--- config.mk ---
export PLATFORM = sky130hd
export DESIGN_NAME = mafd_div
export DESIGN_NICKNAME = d
export VERILOG_FILES = /design/src/rtl/mafd_div.sv
export SDC_FILE = /design/constraint.sdc
export NUM_CORES = 2
export LEC_CHECK = 0
export BUFFER_PORTS_ARGS = -buffer_cell sky130_fd_sc_hd__buf_4
export CORE_MARGIN = 2
export CORE_UTILIZATION = 41
export CTS_BUF_LIST = sky130_fd_sc_hd__clkbuf_2 sky130_fd_sc_hd__clkbuf_4 sky130_fd_sc_hd__clkbuf_8
export DETAILED_ROUTE_END_ITERATION = 10
export PLACE_DENSITY_LB_ADDON = 0.15
export REMOVE_ABC_BUFFERS = 1
export SLEW_MARGIN = 40
export SYNTH_ARGS = -nofsm -noshare
export SYNTH_HDL_FRONTEND = slang
export SYNTH_MEMORY_MAX_BITS = 65536
export SYNTH_SLANG_ARGS = --single-unit
export TNS_END_PERCENT = 10
--- constraint.sdc ---
create_clock -name clock -period 4.1 [get_ports clock]
set_input_delay 0.205 -clock clock [delete_from_list [all_inputs] [get_ports clock]]
set_output_delay 0.205 -clock clock [all_outputs]
set_load 0.1 [all_outputs]
--- src/rtl/mafd_div.sv ---
`timescale 1ns / 1ps
module mafd_div #(
   parameter int NUMW = 63,
   parameter int DENW = 3
) (
   input  logic            clock,
   input  logic            adv,
   input  logic [NUMW-1:0] num,
   input  logic [DENW-1:0] den,
   output logic [NUMW-1:0] quo
);
   // quotient bits shift in at the bottom of the numerator word
   logic [NUMW-1:0] num_ff [NUMW+1];
   logic [DENW-1:0] den_ff [NUMW];
   logic [DENW-1:0] rem_ff [NUMW];

   always_ff @(posedge clock) begin
      if (adv) begin
         num_ff[0] <= num;
         den_ff[0] <= den;
         rem_ff[0] <= '0;
      end
   end

   for (genvar k = 0; k < NUMW; k++) begin : g_step
      logic [DENW:0] rem2, diff;
      logic ge;
      always_comb begin
         rem2 = {rem_ff[k], num_ff[k][NUMW-1]};
         diff = rem2 - {1'b0, den_ff[k]};
         ge = rem2 >= {1'b0, den_ff[k]};
      end
      always_ff @(posedge clock) begin
         if (adv) begin
            num_ff[k+1] <= {num_ff[k][NUMW-2:0], ge};
         end
      end
      if (k < NUMW - 1) begin : g_carry
         always_ff @(posedge clock) begin
            if (adv) begin
               den_ff[k+1] <= den_ff[k];
               rem_ff[k+1] <= ge ? diff[DENW-1:0] : rem2[DENW-1:0];
            end
         end
      end
   end

   assign quo = num_ff[NUMW];
endmodule

Yosys cells after proc, flatten, opt, wreduce, memory -nomap -nowiden
Memories as Yosys holds them, arrays and structs flattened.
Index checks and enable logic that the tools add are counted.
{"block": "word_totals", "mem_bits_ro": 0, "output_inout_bits": 63, "mem_count": 3, "mem_bits_rw": 4410, "wordCells": 192, "reg_bits": 0, "latchBits": 0}
{"block": "op_classes", "mux": 64, "n_div": 0, "n_reduce_logical": 0, "magnitude_cmp": 63, "addsub": 62, "eq_ne": 0, "shifts": 0, "n_bitwise": 0, "multipliers": 0}
{"memory": "num_ff", "words": 64, "word_bits": 63, "read_ports": 64, "rd_clocked_by_memory_dff": 0, "wr": 64, "line_no": "13", "text": "logic [NUMW-1:0] num_ff [NUMW+1];"}
{"memory": "den_ff", "words": 63, "word_bits": 3, "read_ports": 63, "rd_clocked_by_memory_dff": 0, "wr": 63, "line_no": "14", "text": "logic [DENW-1:0] den_ff [NUMW];"}
{"memory": "rem_ff", "words": 63, "word_bits": 3, "read_ports": 63, "rd_clocked_by_memory_dff": 0, "wr": 63, "line_no": "15", "text": "logic [DENW-1:0] rem_ff [NUMW];"}
{"op": ">= comparator 4 x 3 -> 1 bit", "count": 63}
{"op": "two-way mux 3 bit", "count": 62}
{"op": "subtractor 3 bit", "count": 62}
{"op": "two-way mux 1 bit", "count": 2}

Depth between registers and ports, before layout
{"block": "logic_depth", "word_depth": 2, "depth_mapped": 7}

Worst setup path before layout
Ideal clock, no wire load.
{"block": "synth_path", "path_kind": "register to register", "from": "memory num_ff[12][62]", "to": "memory rem_ff[13][2] (netlist: rem_ff[0][41]) (data pin)", "path_stages_with_launch": 7, "path_buffers": 0, "arrival_time_ps": 1593, "setup_time_ps": 260, "slack_ps": 2247, "path_cell_list": "edfxtp_1 inv_1 ha_1 fa_1 a21bo_1 a211o_4 mux2_4"}
{"element": "start: declaration", "line_no": "13"}
{"element": "end: declaration", "line_no": "15"}

==> results.py <==
metrics = {
    "clock_tree": {
        "clock-sinks": 4407,
        "htree_num_levels": 6,
        "clkTransAtPathRegs_ps": 70,
        "cts_tree": "built",
        "post_cts_buffers": 0,
        "root_buffer": "clkbuf_8",
        "insertion_delay_ps": 1110,
        "cts_buffers": 711,
        "clk_path_buf_depth": 4,
    },
    "placed_design": {
        "port-buffer-count": 130,
        "dp_hpwl_um": 71400,
        "routabilityCongestion": 0.684,
    },
    "routing": {
        "dr.pass1.iters": 4,
        "drc": 0,
        "drtIter0Drc": 3149,
        "vias_per_cell": 4.29,
        "antenna_left": 0,
        "wl_um": 155000,
        "wl_per_cell_um": 13.4,
        "via_count": 49400,
    },
    "critical_path": {
        "critPathLaunchType": "flip-flop",
        "crit_fanout": 4,
        "rr_worst_depth": 6,
        "critPathMaxStageDelay_ps": 370,
        "worstPathCellList": "inv_1 > ha_1 > fa_1 > a21bo_1 > a211o_4 > mux2_4",
        "slowest_stage": "a211o_4",
        "worstPathRequired_ps": 4940,
        "cp.arrival_ps": 2840,
        "cp-end-kind": "flip-flop",
        "cp-endpoint": "rem_ff[0][89]$_DFFE_PP_",
        "r2r_slack_ps": 2100,
        "r2r-start": "num_ff[28][62]$_DFFE_PP_",
        "critPathKind": "flip-flop to flip-flop",
        "startpoint": "num_ff[28][62]$_DFFE_PP_",
        "reg2reg_to": "rem_ff[0][89]$_DFFE_PP_",
    },
    "cells_and_area": {
        "area_delta_synth_final_pct": 16.3,
        "register_area_mm2": 0.132,
        "multi_input_area_mm2": 0.00799,
        "final_nets": 6698,
        "drive_gt1_share_pct": 20.9,
        "n_fill_cell": 27900,
    },
    "power_and_ir_drop": {
        "peakVddDrop_mv": 0.312,
        "p_total_mw": 92.9,
        "p_leak_nw": 57.8,
        "power_density_mw_per_mm2": 565,
    },
    "timing": {
        "slew_headroom_pct": 49.5,
        "setup_viol_count_final": 0,
        "final.min_clock_period_ps": 2000,
        "skew_ps": 35.3,
        "fmax_ghz": 0.500,
        "rsz0062_at_grt": "no",
        "worstMarginPinSlew_ps": 758,
        "fin_crit_sh_pct": 48.7,
        "tns_ps": 0,
        "finalMaxSlewViolations": 0,
        "hold_violations": 0,
    },
    "die": {
        "die_h_um": 591,
        "die_w_um": 591,
        "io_pins": 131,
        "initial_core_util_pct": 41.2,
        "rows": 215,
        "dieArea_mm2": 0.349,
        "coreArea_mm2": 0.343,
    },
    "synth": {
        "seq_area_frac_synth_pct": 93.7,
        "synth_area_leaders": "edfxtp_1 (94%), ha_1 (1.7%), mux2i_1 (0.87%), fa_1 (0.86%), a211o_4 (0.76%)",
        "syn-instance-count": 5282,
        "synth_top_area_cell": "edfxtp_1",
        "syn_avg_cell_area_um2": 26.7,
        "post-synth-top-count-cell": "edfxtp_1",
        "ys_ff_latch": 4407,
        "yosysTopAreaCellShare_pct": 93.7,
        "syn-cell-area_mm2": 0.141,
        "synth_edf_count": 4407,
        "synthArstFlopShare_pct": 0,
        "synth_warnings": 0,
        "ys_types": 14,
        "ys.flop_type": "edfxtp_1",
        "synthTopCellsByCount": "edfxtp_1 (4,407), inv_1 (252), ha_1 (189)",
    },
    "global_routing": {
        "grt_max_degree": 146,
        "grt-ovfl-total": 0,
        "antenna_found_initial": 3,
        "globalRouteTotalUtil_pct": 8.60,
        "grt_pass1_wl_um": 253000,
        "grt_pass1_vias": 52000,
    },
    "outcome": {
        "status": "complete, no violations",
    },
    "flow_run": {
        "cap_violations": 0,
    },
    "min_path": {
        "min_path_type": "primary input to flip-flop",
        "holdPathStages": 3,
    },
}
-- what timing repair did --
action                                  CTS  global route
endpoints found under the hold margin  2522             0
hold buffers                            133             0
resized for setup                         0             0
-- cells in the final DEF, fill, tap and decap left out, drive strengths merged --
master	instances
xnor2	61
a211o	62
nand2b	1
buf	252
clkbuf	975
bufinv	5
a21o	1
inv	285
diode	1
dlygate4sd3	133
nor2b	2
fa	61
ha	189
clkinv	254
mux2	61
clkinvlp	14
a21bo	61
edfxtp	4407
mux2i	123
a31oi	1
-- metal layers --
| layer | up-vias | part of all wire [%] | global-route usage [%] |
|---|---|---|---|
| met3 | 486 | 5.4 | 2.62 |
| li1 | 23500 | - | - |
| met1 | 24500 | 45 | 11.1 |
| met2 | 918 | 46 | 13.2 |
| met4 | 8 | 3.9 | 4.64 |
| met5 | - | 0.035 | 0 |
-- stage by stage --
step	worst slack (ps)	util, %	instances	hold WS [ps]	cell area [um^2]
after floorplan	2250	-	5282	304	141000
after global placement	2040	43.6	10100	383	149000
after detailed placement	1920	43.6	10100	384	150000
after CTS	1930	47.9	11500	78.6	164000
after global routing	1990	47.9	11500	154	164000
final	2100	47.9	11500	324	164000
-- flip-flops by register name (all words and copies together) (netlist names) --
name / cells
den_ff: 189
num_ff: 4032
rem_ff: 186
-- critical path, delay by kind of cell (launching register included) --
kind            cells  cell delay [ps]
fa+ha+maj           2              390
buf+inv             1               80
flops               1              360
compound gates      2              620
mux                 1              300
-- cell families after synthesis --
logic type,share of synthesized area [%]
flops,93.7
buf+inv,0.670
fa+ha+maj,2.54
mux,1.52
compound gates,1.20
xor+xnor,0.378
simple gates,0.0133
-- cell type report --
type	count	share of cell area (%)
inverters	252	0.576
multi-input cells	623	4.86
clock inverters	306	1.01
diodes	1	0.00152
clock buffers	975	7.20
repair buffers	385	2.35
well taps	4557	3.47
flip-flops and latches	4407	80.5
-- report_power, final --
part | switching [mW] | total (mW) | internal (mW)
logic | 2.11 | 3.80 | 1.69
clock network | 16.2 | 35.2 | 19.0
registers | 0.814 | 53.9 | 53.1
total | 19.1 | 92.9 | 73.8
-- worst min-delay path by stage --
stage,to,slack (ps),from
after floorplan,den_ff[0][0]$_DFFE_PP_,300,den[0]
after global placement,num_ff[0][22]$_DFFE_PP_,380,num[22]
after detailed placement,num_ff[0][23]$_DFFE_PP_,380,num[23]
after CTS,num_ff[23][61]$_DFFE_PP_,80,adv
after global routing,num_ff[22][27]$_DFFE_PP_,150,adv
final,num_ff[0][29]$_DFFE_PP_,320,adv
No activity file was read; power rests on OpenSTA's default activity.
