## src/rtl/mafd_delay.sv

```systemverilog
`timescale 1ns / 1ps
module mafd_delay #(
   parameter int WIDTH = 64,
   parameter int DEPTH = 1
) (
   input  logic             clock,
   input  logic             adv,
   input  logic [WIDTH-1:0] din,
   output logic [WIDTH-1:0] dout
);
   if (DEPTH == 0) begin : g_none
      assign dout = din;
   end else begin : g_line
      logic [WIDTH-1:0] line_ff [DEPTH];
      always_ff @(posedge clock) begin
         if (adv) begin
            line_ff[0] <= din;
            for (int n = 1; n < DEPTH; n++) begin
               line_ff[n] <= line_ff[n-1];
            end
         end
      end
      assign dout = line_ff[DEPTH-1];
   end
endmodule

```

## config.mk

```make
export PLATFORM = sky130hd
export DESIGN_NAME = mafd_delay
export DESIGN_NICKNAME = d
export VERILOG_FILES = /design/src/rtl/mafd_delay.sv
export SDC_FILE = /design/constraint.sdc
export NUM_CORES = 1
export LEC_CHECK = 0
export ABC_AREA = 1
export ABC_CLOCK_PERIOD_IN_PS = 800
export BUFFER_PORTS_ARGS = -buffer_cell sky130_fd_sc_hd__buf_2
export CAP_MARGIN = 20
export CORE_ASPECT_RATIO = 1.75
export CORE_MARGIN = 2
export CORE_UTILIZATION = 43
export DETAILED_ROUTE_END_ITERATION = 8
export PLACE_DENSITY = 0.82
export SETUP_SLACK_MARGIN = 0.05
export SYNTH_ARGS = -nofsm -noshare
export SYNTH_HDL_FRONTEND = slang
export SYNTH_SLANG_ARGS = --single-unit
```

## constraint.sdc

```tcl
create_clock -name clock -period 0.8 [get_ports clock]
set_input_delay 0.08 -clock clock [delete_from_list [all_inputs] [get_ports clock]]
set_output_delay 0.08 -clock clock [all_outputs]
set_load 0.01 [all_outputs]
```

## Word-level counts from Yosys, hierarchy flattened

Memory sizes are Yosys's and may differ from the RTL's.
Index checks and enable logic that the tools add are counted.

- Register bits after elaboration: 0
- Memory bits (writable): 64
- Logic and storage cells: 3
- Memories: 1

Memory list:

| memory | depth | bits a word | rd ports | clocked after memory_dff | wr ports | line | text |
|---|---|---|---|---|---|---|---|
| g_line.line_ff | 1 | 64 | 1 | 0 | 1 | 14 | `logic [WIDTH-1:0] line_ff [DEPTH];` |

- Multiplexer cells: 2

Operator list:

| kind | number |
|---|---|
| 1-bit two-way mux | 2 |

## Longest topological paths before layout

Gate-level depths: netlist of run 1.

- Word-level depth: 2
- Depth in mapped cells: 0
- Mapped depth without buffers: 0

## Worst setup path before layout of run 1

Ideal clock, no wire load.

- Path kind: register to output
- Start point: mem g_line.line_ff[0][0]
- End point: out dout[0]
- Data arrival time: 0.394 ns
- Required time: 0.720 ns
- Slack: 0.326 ns
- Cell stages (with the launch flop): 1
- Buffers on the path: 0
- Cells stage by stage: edfxtp_1

- Cells in the longest elaborated chain, start to end: 1

RTL lines:

| what | line | text |
|---|---|---|
| start: declaration | 14 |  |
| memory read 1 x 64 bit | - |  |
| end: declaration | 9 | `output logic [WIDTH-1:0] dout` |

No other way between the ends.

## Worst setup path after layout of run 1

- Start point: mem g_line.line_ff[0][2]
- End point: out dout[2]

Same word-level chain as after synthesis.

==> results.py, run 1 <==
metrics = {
    "synthesis": {
        "synthTopCellsByArea": "edfxtp_1",
        "synth_commonest_cells": "edfxtp_1",
        "synth_edf_count": 64,
        "synth_area_um2": 1920,
        "synth_seq_cells": 64,
        "synth_top_area_cell": "edfxtp_1",
        "synth_top_area_share_pct": 100,
        "synthCells": 64,
        "ys_types": 1,
        "synth_area_per_cell_um2": 30.0,
        "synth_top_flop_cell": "edfxtp_1",
        "async_flop_share_pct": 0,
        "ys_warn_count": 0,
        "synth_fp_nets": 130,
        "yosysMostFrequentCell": "edfxtp_1",
        "ys_seq_area_share_pct": 100,
    },
    "global_route": {
        "grt_use_met1_pct": 19.0,
        "grt_pass1_vias": 1489,
        "grt_usage_pct": 21.3,
        "grt_first_pass_wirelength_mm": 6.90,
        "grt.busiest_layer": "met2",
        "grt_overflow": 0,
        "grt_use_met3_pct": 9.52,
        "antenna_found_initial": 0,
        "grt_max_degree": 34,
        "met2_usage_pct": 36.7,
    },
    "pwr": {
        "ir_worst_vdd_mv": 1.90,
        "switching_power_mw": 1.52,
        "p_total_mw": 7.07,
        "power_density_nw_per_um2": 2040,
        "clkPwrFrac_pct": 30.0,
        "p_leak_nw": 1.50,
        "comb_power_share_pct": 12.7,
        "p_seq_share_pct": 57.3,
        "p_int_mw": 5.55,
        "sw_frac_of_total_pct": 21.5,
    },
    "timing": {
        "setup_viol": 64,
        "fin_crit_ns": 0.963,
        "worst_slack_ns": -0.163,
        "fmax_mhz": 1040,
        "fin_setup_tns_ns": -7.96,
        "slew_violations": 0,
        "rsz0062_at_grt": "true",
        "relSlewSlack_pct": 88.1,
        "hold_viol_final": 0,
        "worst_pin_slew_ns": 0.179,
        "timing.hold.ws_ns": 0.227,
        "period_share_pct": 120,
    },
    "final_layout": {
        "nNetsFinal": 336,
        "drive_gt1_share_pct": 51.3,
        "multi_input_gates": 0,
        "largest_register_ffs": 64,
        "final_util_pct": 79.4,
        "syn_to_final_growth_pct": 80.4,
        "stdcell_count": 324,
        "reg.largest.list": "g_line.line_ff x64",
        "num_antenna_cells": 0,
        "multi_input_area_um2": 0,
        "regArea_um2": 1920,
        "top_register": "g_line.line_ff",
        "final_cell_area_um2": 3470,
        "fill_cells": 244,
    },
    "clock_network": {
        "numCtsBuffers": 9,
        "clockBufferDepth": 2,
        "cts_root_buf": "clkbuf_8",
        "post-cts-setup-buffers": 0,
        "path_clk_slew_ns": 0.06,
        "cts_max_level": 3,
        "tritoncts": "done",
        "cts.sinks": 64,
    },
    "min_path": {
        "worstHoldPathType": "input pin to flip-flop",
        "min_delay_path_depth": 2,
    },
    "critical_path": {
        "slowest_stage": "edfxtp_1",
        "crit_path_max_fanout": 1,
        "start_kind": "flip-flop",
        "end_kind": "output port",
        "cp_top_family": "flip-flops",
        "crit_type": "flip-flop to output port",
        "critPathBufInv": 1,
        "slowest_delay_ns": 0.39,
        "arrival_ns": 0.88,
        "crit_chain": "buf_2",
        "critPathRequiredTime_ns": 0.72,
        "cp.depth": 1,
    },
    "placement": {
        "dp_slack_ns": 0.0379,
        "io_buffers": 129,
        "gp_congestion": 0.726,
        "place_area_um2": 2670,
        "dp_cells": 246,
    },
    "status": {
        "status": "finished, violations left",
        "violations": "setup timing",
    },
    "drt": {
        "wl_per_cell_um": 15.3,
        "drc": 0,
        "num_vias": 1412,
        "drt_first_pass_iters": 4,
        "initialDrtViolationCount": 31,
        "via_per_inst": 4.36,
        "drtAntennaViolNets": 0,
        "drt-total-wl_mm": 4.95,
    },
    "die": {
        "dieHeight_um": 92.4,
        "dieArea_um2": 5040,
        "io_pins": 130,
        "start_util_pct": 44.0,
        "die_x_um": 54.5,
        "core_um2": 4360,
        "rows": 32,
    },
    "flow_run": {
        "drv_cap": 0,
    },
}
## placed cells by master, fill, tap and decap left out
| cell | n |
|---|---|
| dlygate4sd3_1 | 64 |
| clkbuf_8 | 9 |
| clkbuf_1 | 2 |
| buf_2 | 127 |
| buf_6 | 2 |
| buf_12 | 2 |
| clkinv_1 | 3 |
| edfxtp_1 | 64 |
## path summary, 6_finish.rpt
path | start | to
hold / removal | adv | g_line.line_ff[0][1]$_DFFE_PP_
setup / recovery | g_line.line_ff[0][2]$_DFFE_PP_ | dout[2]
## cell families after synthesis
| logic type | count (synthesis) | share of synthesized area (%) |
|---|---|---|
| flip-flops | 64 | 100 |
## power by group through the flow
stage	logic [mW]	clock network [mW]	registers [mW]
4_1_cts	0.886	2.18	4.05
5_1_grt	0.962	2.31	4.08
6_report	0.899	2.12	4.05
3_5_place_dp	0.641	0	4.12
2_1_floorplan	0	0	4.27
3_3_place_gp	0.620	0	4.10
## layout make-up
cell class | count | area share, %
clock buffers | 11 | 3.79
repair buffers | 195 | 38.6
flip-flops and latches | 64 | 55.4
clock inverters | 3 | 0.325
well taps | 51 | 1.84
## per-layer routing
layer  part of all wire, %  routed length, um
met2                    57               2840
met3                   7.0                347
met5                     0                  0
met1                    33               1640
met4                   2.5                126
## repair_timing
| action | CTS | global route |
|---|---|---|
| gates resized for setup | 0 | 2 |
| hold buffers | 64 | 0 |
| endpoints found under the hold margin | 64 | 0 |
| setup endpoints to repair | 64 | 64 |
No activity file was read; power rests on OpenSTA's default activity.
==> run 2: changes to the inputs <==
SETUP_SLACK_MARGIN = 0.5   (was 0.05)
==> run 2 against run 1 <==
  * The run ends with hold timing, setup timing left
  * Worst setup slack better by 0.0031 ns
  * Die area unchanged
  * Global-route usage down 2.0 points
  * Non-clock buffer count is 52 lower
  * Maximum frequency up 0.32%
  * Sequential power about the same
  * Clock power hardly changed
  * Core utilization shrank 7.4 points
  * Flip-flop and latch count did not move
  * First-iteration DRC count is 65% lower
  * Via count is 14% lower
  * Largest cell class unchanged
  * Largest power group unchanged
==> results.py, run 2 (synthesized netlist as in run 1, its figures left out) <==
metrics = {
    "global_route": {
        "grt_max_degree": 10,
        "grt_first_pass_wirelength_mm": 6.09,
        "grt_usage_pct": 19.3,
        "antenna_found_initial": 0,
        "grt_pass1_vias": 1260,
        "grt_overflow": 0,
    },
    "pwr": {
        "power_density_nw_per_um2": 2220,
        "p_leak_nw": 1.37,
        "ir_worst_vdd_mv": 1.60,
        "p_total_mw": 6.98,
    },
    "die": {
        "io_pins": 130,
        "start_util_pct": 44.0,
        "rows": 32,
        "dieArea_um2": 5040,
        "die_x_um": 54.5,
        "dieHeight_um": 92.4,
        "core_um2": 4360,
    },
    "drt": {
        "num_vias": 1216,
        "wl_per_cell_um": 16.2,
        "drtAntennaViolNets": 0,
        "initialDrtViolationCount": 11,
        "via_per_inst": 4.47,
        "drt_first_pass_iters": 3,
        "drc": 0,
        "drt-total-wl_mm": 4.39,
    },
    "final_layout": {
        "final_cell_area_um2": 3140,
        "drive_gt1_share_pct": 68.8,
        "nNetsFinal": 284,
        "fill_cells": 316,
        "final_cell_mix": "buf_2, edfxtp_1, clkbuf_8, buf_16, buf_12",
        "reg.largest.list": "g_line.line_ff x64",
        "top_register": "g_line.line_ff",
        "final_util_pct": 72.0,
        "syn_to_final_growth_pct": 63.5,
        "multi_input_area_um2": 0,
        "final_common_cell": "buf_2",
        "largest_register_ffs": 64,
        "multi_input_gates": 0,
        "num_antenna_cells": 0,
    },
    "timing": {
        "hold_viol_final": 64,
        "period_share_pct": 120,
        "slew_violations": 0,
        "fin_crit_ns": 0.960,
        "rsz0062_at_grt": "true",
        "fin_setup_tns_ns": -7.53,
        "worst_pin_slew_ns": 0.117,
        "relSlewSlack_pct": 92.2,
        "worst_slack_ns": -0.160,
        "timing.hold.ws_ns": -0.0840,
        "setup_viol": 64,
        "fmax_mhz": 1040,
    },
    "critical_path": {
        "end_kind": "output port",
        "slowest_delay_ns": 0.38,
        "crit_chain": "buf_2",
        "crit_path_max_fanout": 1,
        "arrival_ns": 0.88,
        "critPathBufInv": 1,
        "critPathRequiredTime_ns": 0.72,
        "crit_type": "flip-flop to output port",
        "cp_top_family": "flip-flops",
        "start_kind": "flip-flop",
        "slowest_stage": "edfxtp_1",
    },
    "clock_network": {
        "path_clk_slew_ns": 0.06,
        "cts_root_buf": "clkbuf_8",
        "numCtsBuffers": 9,
        "cts.sinks": 64,
        "clockBufferDepth": 2,
        "tritoncts": "done",
        "cts_max_level": 3,
    },
    "status": {
        "status": "finished, violations left",
        "violations": "hold timing, setup timing",
    },
    "placement": {
        "gp_congestion": 0.726,
        "place_area_um2": 2670,
        "io_buffers": 129,
    },
    "flow_run": {
        "drv_cap": 0,
    },
    "min_path": {
        "worstHoldPathType": "input pin to flip-flop",
    },
}
==> run 2: changes by cell type in the layout (fill, tap and decap cells not counted) <==
cell	delta
dlygate4sd3_1	-64
buf_16	+9
buf_12	+4
buf_6	-1
==> run 2: final cells by class <==
class	instances	area [um^2]	area share [%]
well taps	51	63.8	2.03
flip-flops and latches	64	1920	61.1
clock inverters	3	11.3	0.358
repair buffers	143	1010	32.3
clock buffers	11	131	4.18
==> run 2: stage by stage <==
stage,setup WS (ns),std cells
after global routing,-0.210,272
after global placement,0.0575,246
final,-0.160,272
after detailed placement,0.0379,246
after CTS,-0.173,271
after floorplan,0.326,64
==> run 2: worst paths after layout <==
check	endpoint	from	depth (start not counted)
worst max-delay path	dout[17]	g_line.line_ff[0][17]$_DFFE_PP_	1
worst min-delay path	g_line.line_ff[0][19]$_DFFE_PP_	din[19]	1
==> run 2: metal layers <==
| layer | GRT usage, % | vias to the layer above | wire, um |
|---|---|---|---|
| li1 | - | 570 | - |
| met1 | 16.4 | 570 | 1230 |
| met2 | 32.6 | 67 | 2640 |
| met3 | 11.3 | 9 | 407 |
| met4 | 10.6 | 0 | 114 |
| met5 | 0 | - | 0 |
==> run 2: repair_timing <==
item,in CTS,in global routing
endpoints found under the hold margin,64,64
resized for setup,13,1
buffers inserted,4,1
endpoints found under the setup margin,128,104
gates cloned,7,0
==> run 2: power by group <==
group          switching [mW]  internal [mW]  total, mW  leakage (nW)
clock                    1.04           1.06       2.10        0.0718
sequential             0.0599           3.99       4.05         0.626
combinational           0.378          0.456      0.834         0.676
==> run 3: changes to the inputs <==
MAX_ROUTING_LAYER = met4   (was not set)
==> run 3 against run 2 <==
  * The flow still finishes with violations (hold timing, setup timing)
  * Global-route usage is 0.54 points higher
  * Non-clock buffer count is the same
  * Hold slack gained 0.0010 ns
  * Via count grew 0.33%
  * Wire length up 0.30%
  * Sequential power about the same
  * Power about the same
  * Largest power group unchanged
==> results.py, run 3 (synthesized netlist as in run 1, its figures left out) <==
metrics = {
    "global_route": {
        "grt_first_pass_wirelength_mm": 6.04,
        "antenna_found_initial": 0,
        "grt_pass1_vias": 1260,
        "grt_overflow": 0,
        "grt_usage_pct": 19.9,
        "grt_max_degree": 10,
    },
    "min_path": {
        "min_delay_path_depth": 1,
        "worstHoldPathType": "input pin to flip-flop",
        "hold_start": "din[19]",
        "whs_endpoint": "g_line.line_ff[0][19]$_DFFE_PP_",
    },
    "status": {
        "violations": "hold timing, setup timing",
        "status": "finished, violations left",
    },
    "die": {
        "dieHeight_um": 92.4,
        "rows": 32,
        "dieArea_um2": 5040,
        "io_pins": 130,
        "start_util_pct": 44.0,
        "core_um2": 4360,
        "die_x_um": 54.5,
    },
    "critical_path": {
        "arrival_ns": 0.88,
        "critPathBufInv": 1,
        "crit_chain": "buf_2",
        "slowest_stage": "edfxtp_1",
        "slowest_delay_ns": 0.38,
        "cp_top_family": "flip-flops",
        "start_kind": "flip-flop",
        "critPathRequiredTime_ns": 0.72,
        "end_kind": "output port",
        "crit_type": "flip-flop to output port",
        "crit_path_max_fanout": 1,
    },
    "timing": {
        "relSlewSlack_pct": 92.3,
        "rsz0062_at_grt": "true",
        "slew_violations": 0,
        "worst_slack_ns": -0.157,
        "timing.hold.ws_ns": -0.0829,
        "fin_crit_ns": 0.957,
        "setup_viol": 64,
        "fmax_mhz": 1040,
        "period_share_pct": 120,
        "hold_viol_final": 64,
        "worst_pin_slew_ns": 0.115,
    },
    "final_layout": {
        "final_util_pct": 71.9,
        "reg.largest.list": "g_line.line_ff x64",
        "fill_cells": 317,
        "syn_to_final_growth_pct": 63.2,
        "num_antenna_cells": 0,
        "drive_gt1_share_pct": 68.8,
        "regArea_um2": 1920,
        "final_cell_mix": "buf_2, edfxtp_1, clkbuf_8, buf_16, buf_12",
        "largest_register_ffs": 64,
        "multi_input_gates": 0,
        "nNetsFinal": 284,
        "top_register": "g_line.line_ff",
        "final_common_cell": "buf_2",
        "multi_input_area_um2": 0,
    },
    "pwr": {
        "ir_worst_vdd_mv": 1.60,
        "p_leak_nw": 1.37,
        "power_density_nw_per_um2": 2230,
    },
    "drt": {
        "via_per_inst": 4.49,
        "initialDrtViolationCount": 14,
        "drtAntennaViolNets": 0,
        "drc": 0,
        "drt_first_pass_iters": 4,
        "num_vias": 1220,
        "drt-total-wl_mm": 4.41,
        "wl_per_cell_um": 16.2,
    },
    "clock_network": {
        "cts_root_buf": "clkbuf_8",
        "clockBufferDepth": 2,
        "numCtsBuffers": 9,
        "cts_max_level": 3,
        "cts.sinks": 64,
        "tritoncts": "done",
        "path_clk_slew_ns": 0.06,
    },
    "flow_run": {
        "drv_cap": 0,
    },
    "placement": {
        "io_buffers": 129,
        "gp_congestion": 0.734,
        "dp_slack_ns": 0.0379,
    },
}
==> run 3: cell counts in the layout (fill, tap and decap cells not counted) <==
Identical to the previous run, type by type.
==> run 3: final cells by class <==
| type | count | share of cell area (%) |
|---|---|---|
| flip-flops and latches | 64 | 61.3 |
| repair buffers | 143 | 32.2 |
| clock buffers | 11 | 4.19 |
| well taps | 51 | 2.03 |
| clock inverters | 3 | 0.359 |
==> run 3: layer usage <==
metal | vias up | wire [um] | track usage, %
met5 | - | 0 | -
li1 | 573 | - | -
met3 | 8 | 353 | 9.68
met2 | 67 | 2660 | 32.3
met1 | 572 | 1300 | 17.7
met4 | 0 | 89 | 11.3
==> run 3: report_power, final <==
part / leakage [nW] / internal, mW / switching (mW)
registers: 0.626 / 3.99 / 0.0588
logic: 0.674 / 0.452 / 0.379
clock network: 0.0718 / 1.06 / 1.05
==> run 3: stage by stage <==
step | cells | setup TNS [ns] | power, mW | instance area (um^2)
after CTS | 271 | -8.99 | 7.06 | 3120
after detailed placement | 246 | 0 | 4.76 | 2670
after global routing | 272 | -10.88 | 7.29 | 3140
after floorplan | 64 | 0 | 4.27 | 1920
after global placement | 246 | 0 | 4.72 | 2670
final | 272 | -7.44 | 6.98 | 3140
==> run 3: worst max path at each step <==
stage                                       to  cells past startpoint  slack, ns                             from
6_report                              dout[17]                      1      -0.16  g_line.line_ff[0][17]$_DFFE_PP_
5_1_grt                               dout[44]                      1      -0.21  g_line.line_ff[0][44]$_DFFE_PP_
4_1_cts                                dout[2]                      1      -0.17   g_line.line_ff[0][2]$_DFFE_PP_
3_3_place_gp   g_line.line_ff[0][33]$_DFFE_PP_                      2       0.06                              adv
2_1_floorplan                          dout[0]                      0       0.33   g_line.line_ff[0][0]$_DFFE_PP_
3_5_place_dp   g_line.line_ff[0][47]$_DFFE_PP_                      2       0.04                              adv
==> run 3: repair_timing <==
action | 4_1_cts | 5_1_grt
cloned | 7 | 0
setup endpoints to repair | 128 | 104
endpoints found under the hold margin | 64 | 64
pin swaps | 0 | 0
setup buffers | 4 | 1
gates resized for setup | 13 | 0
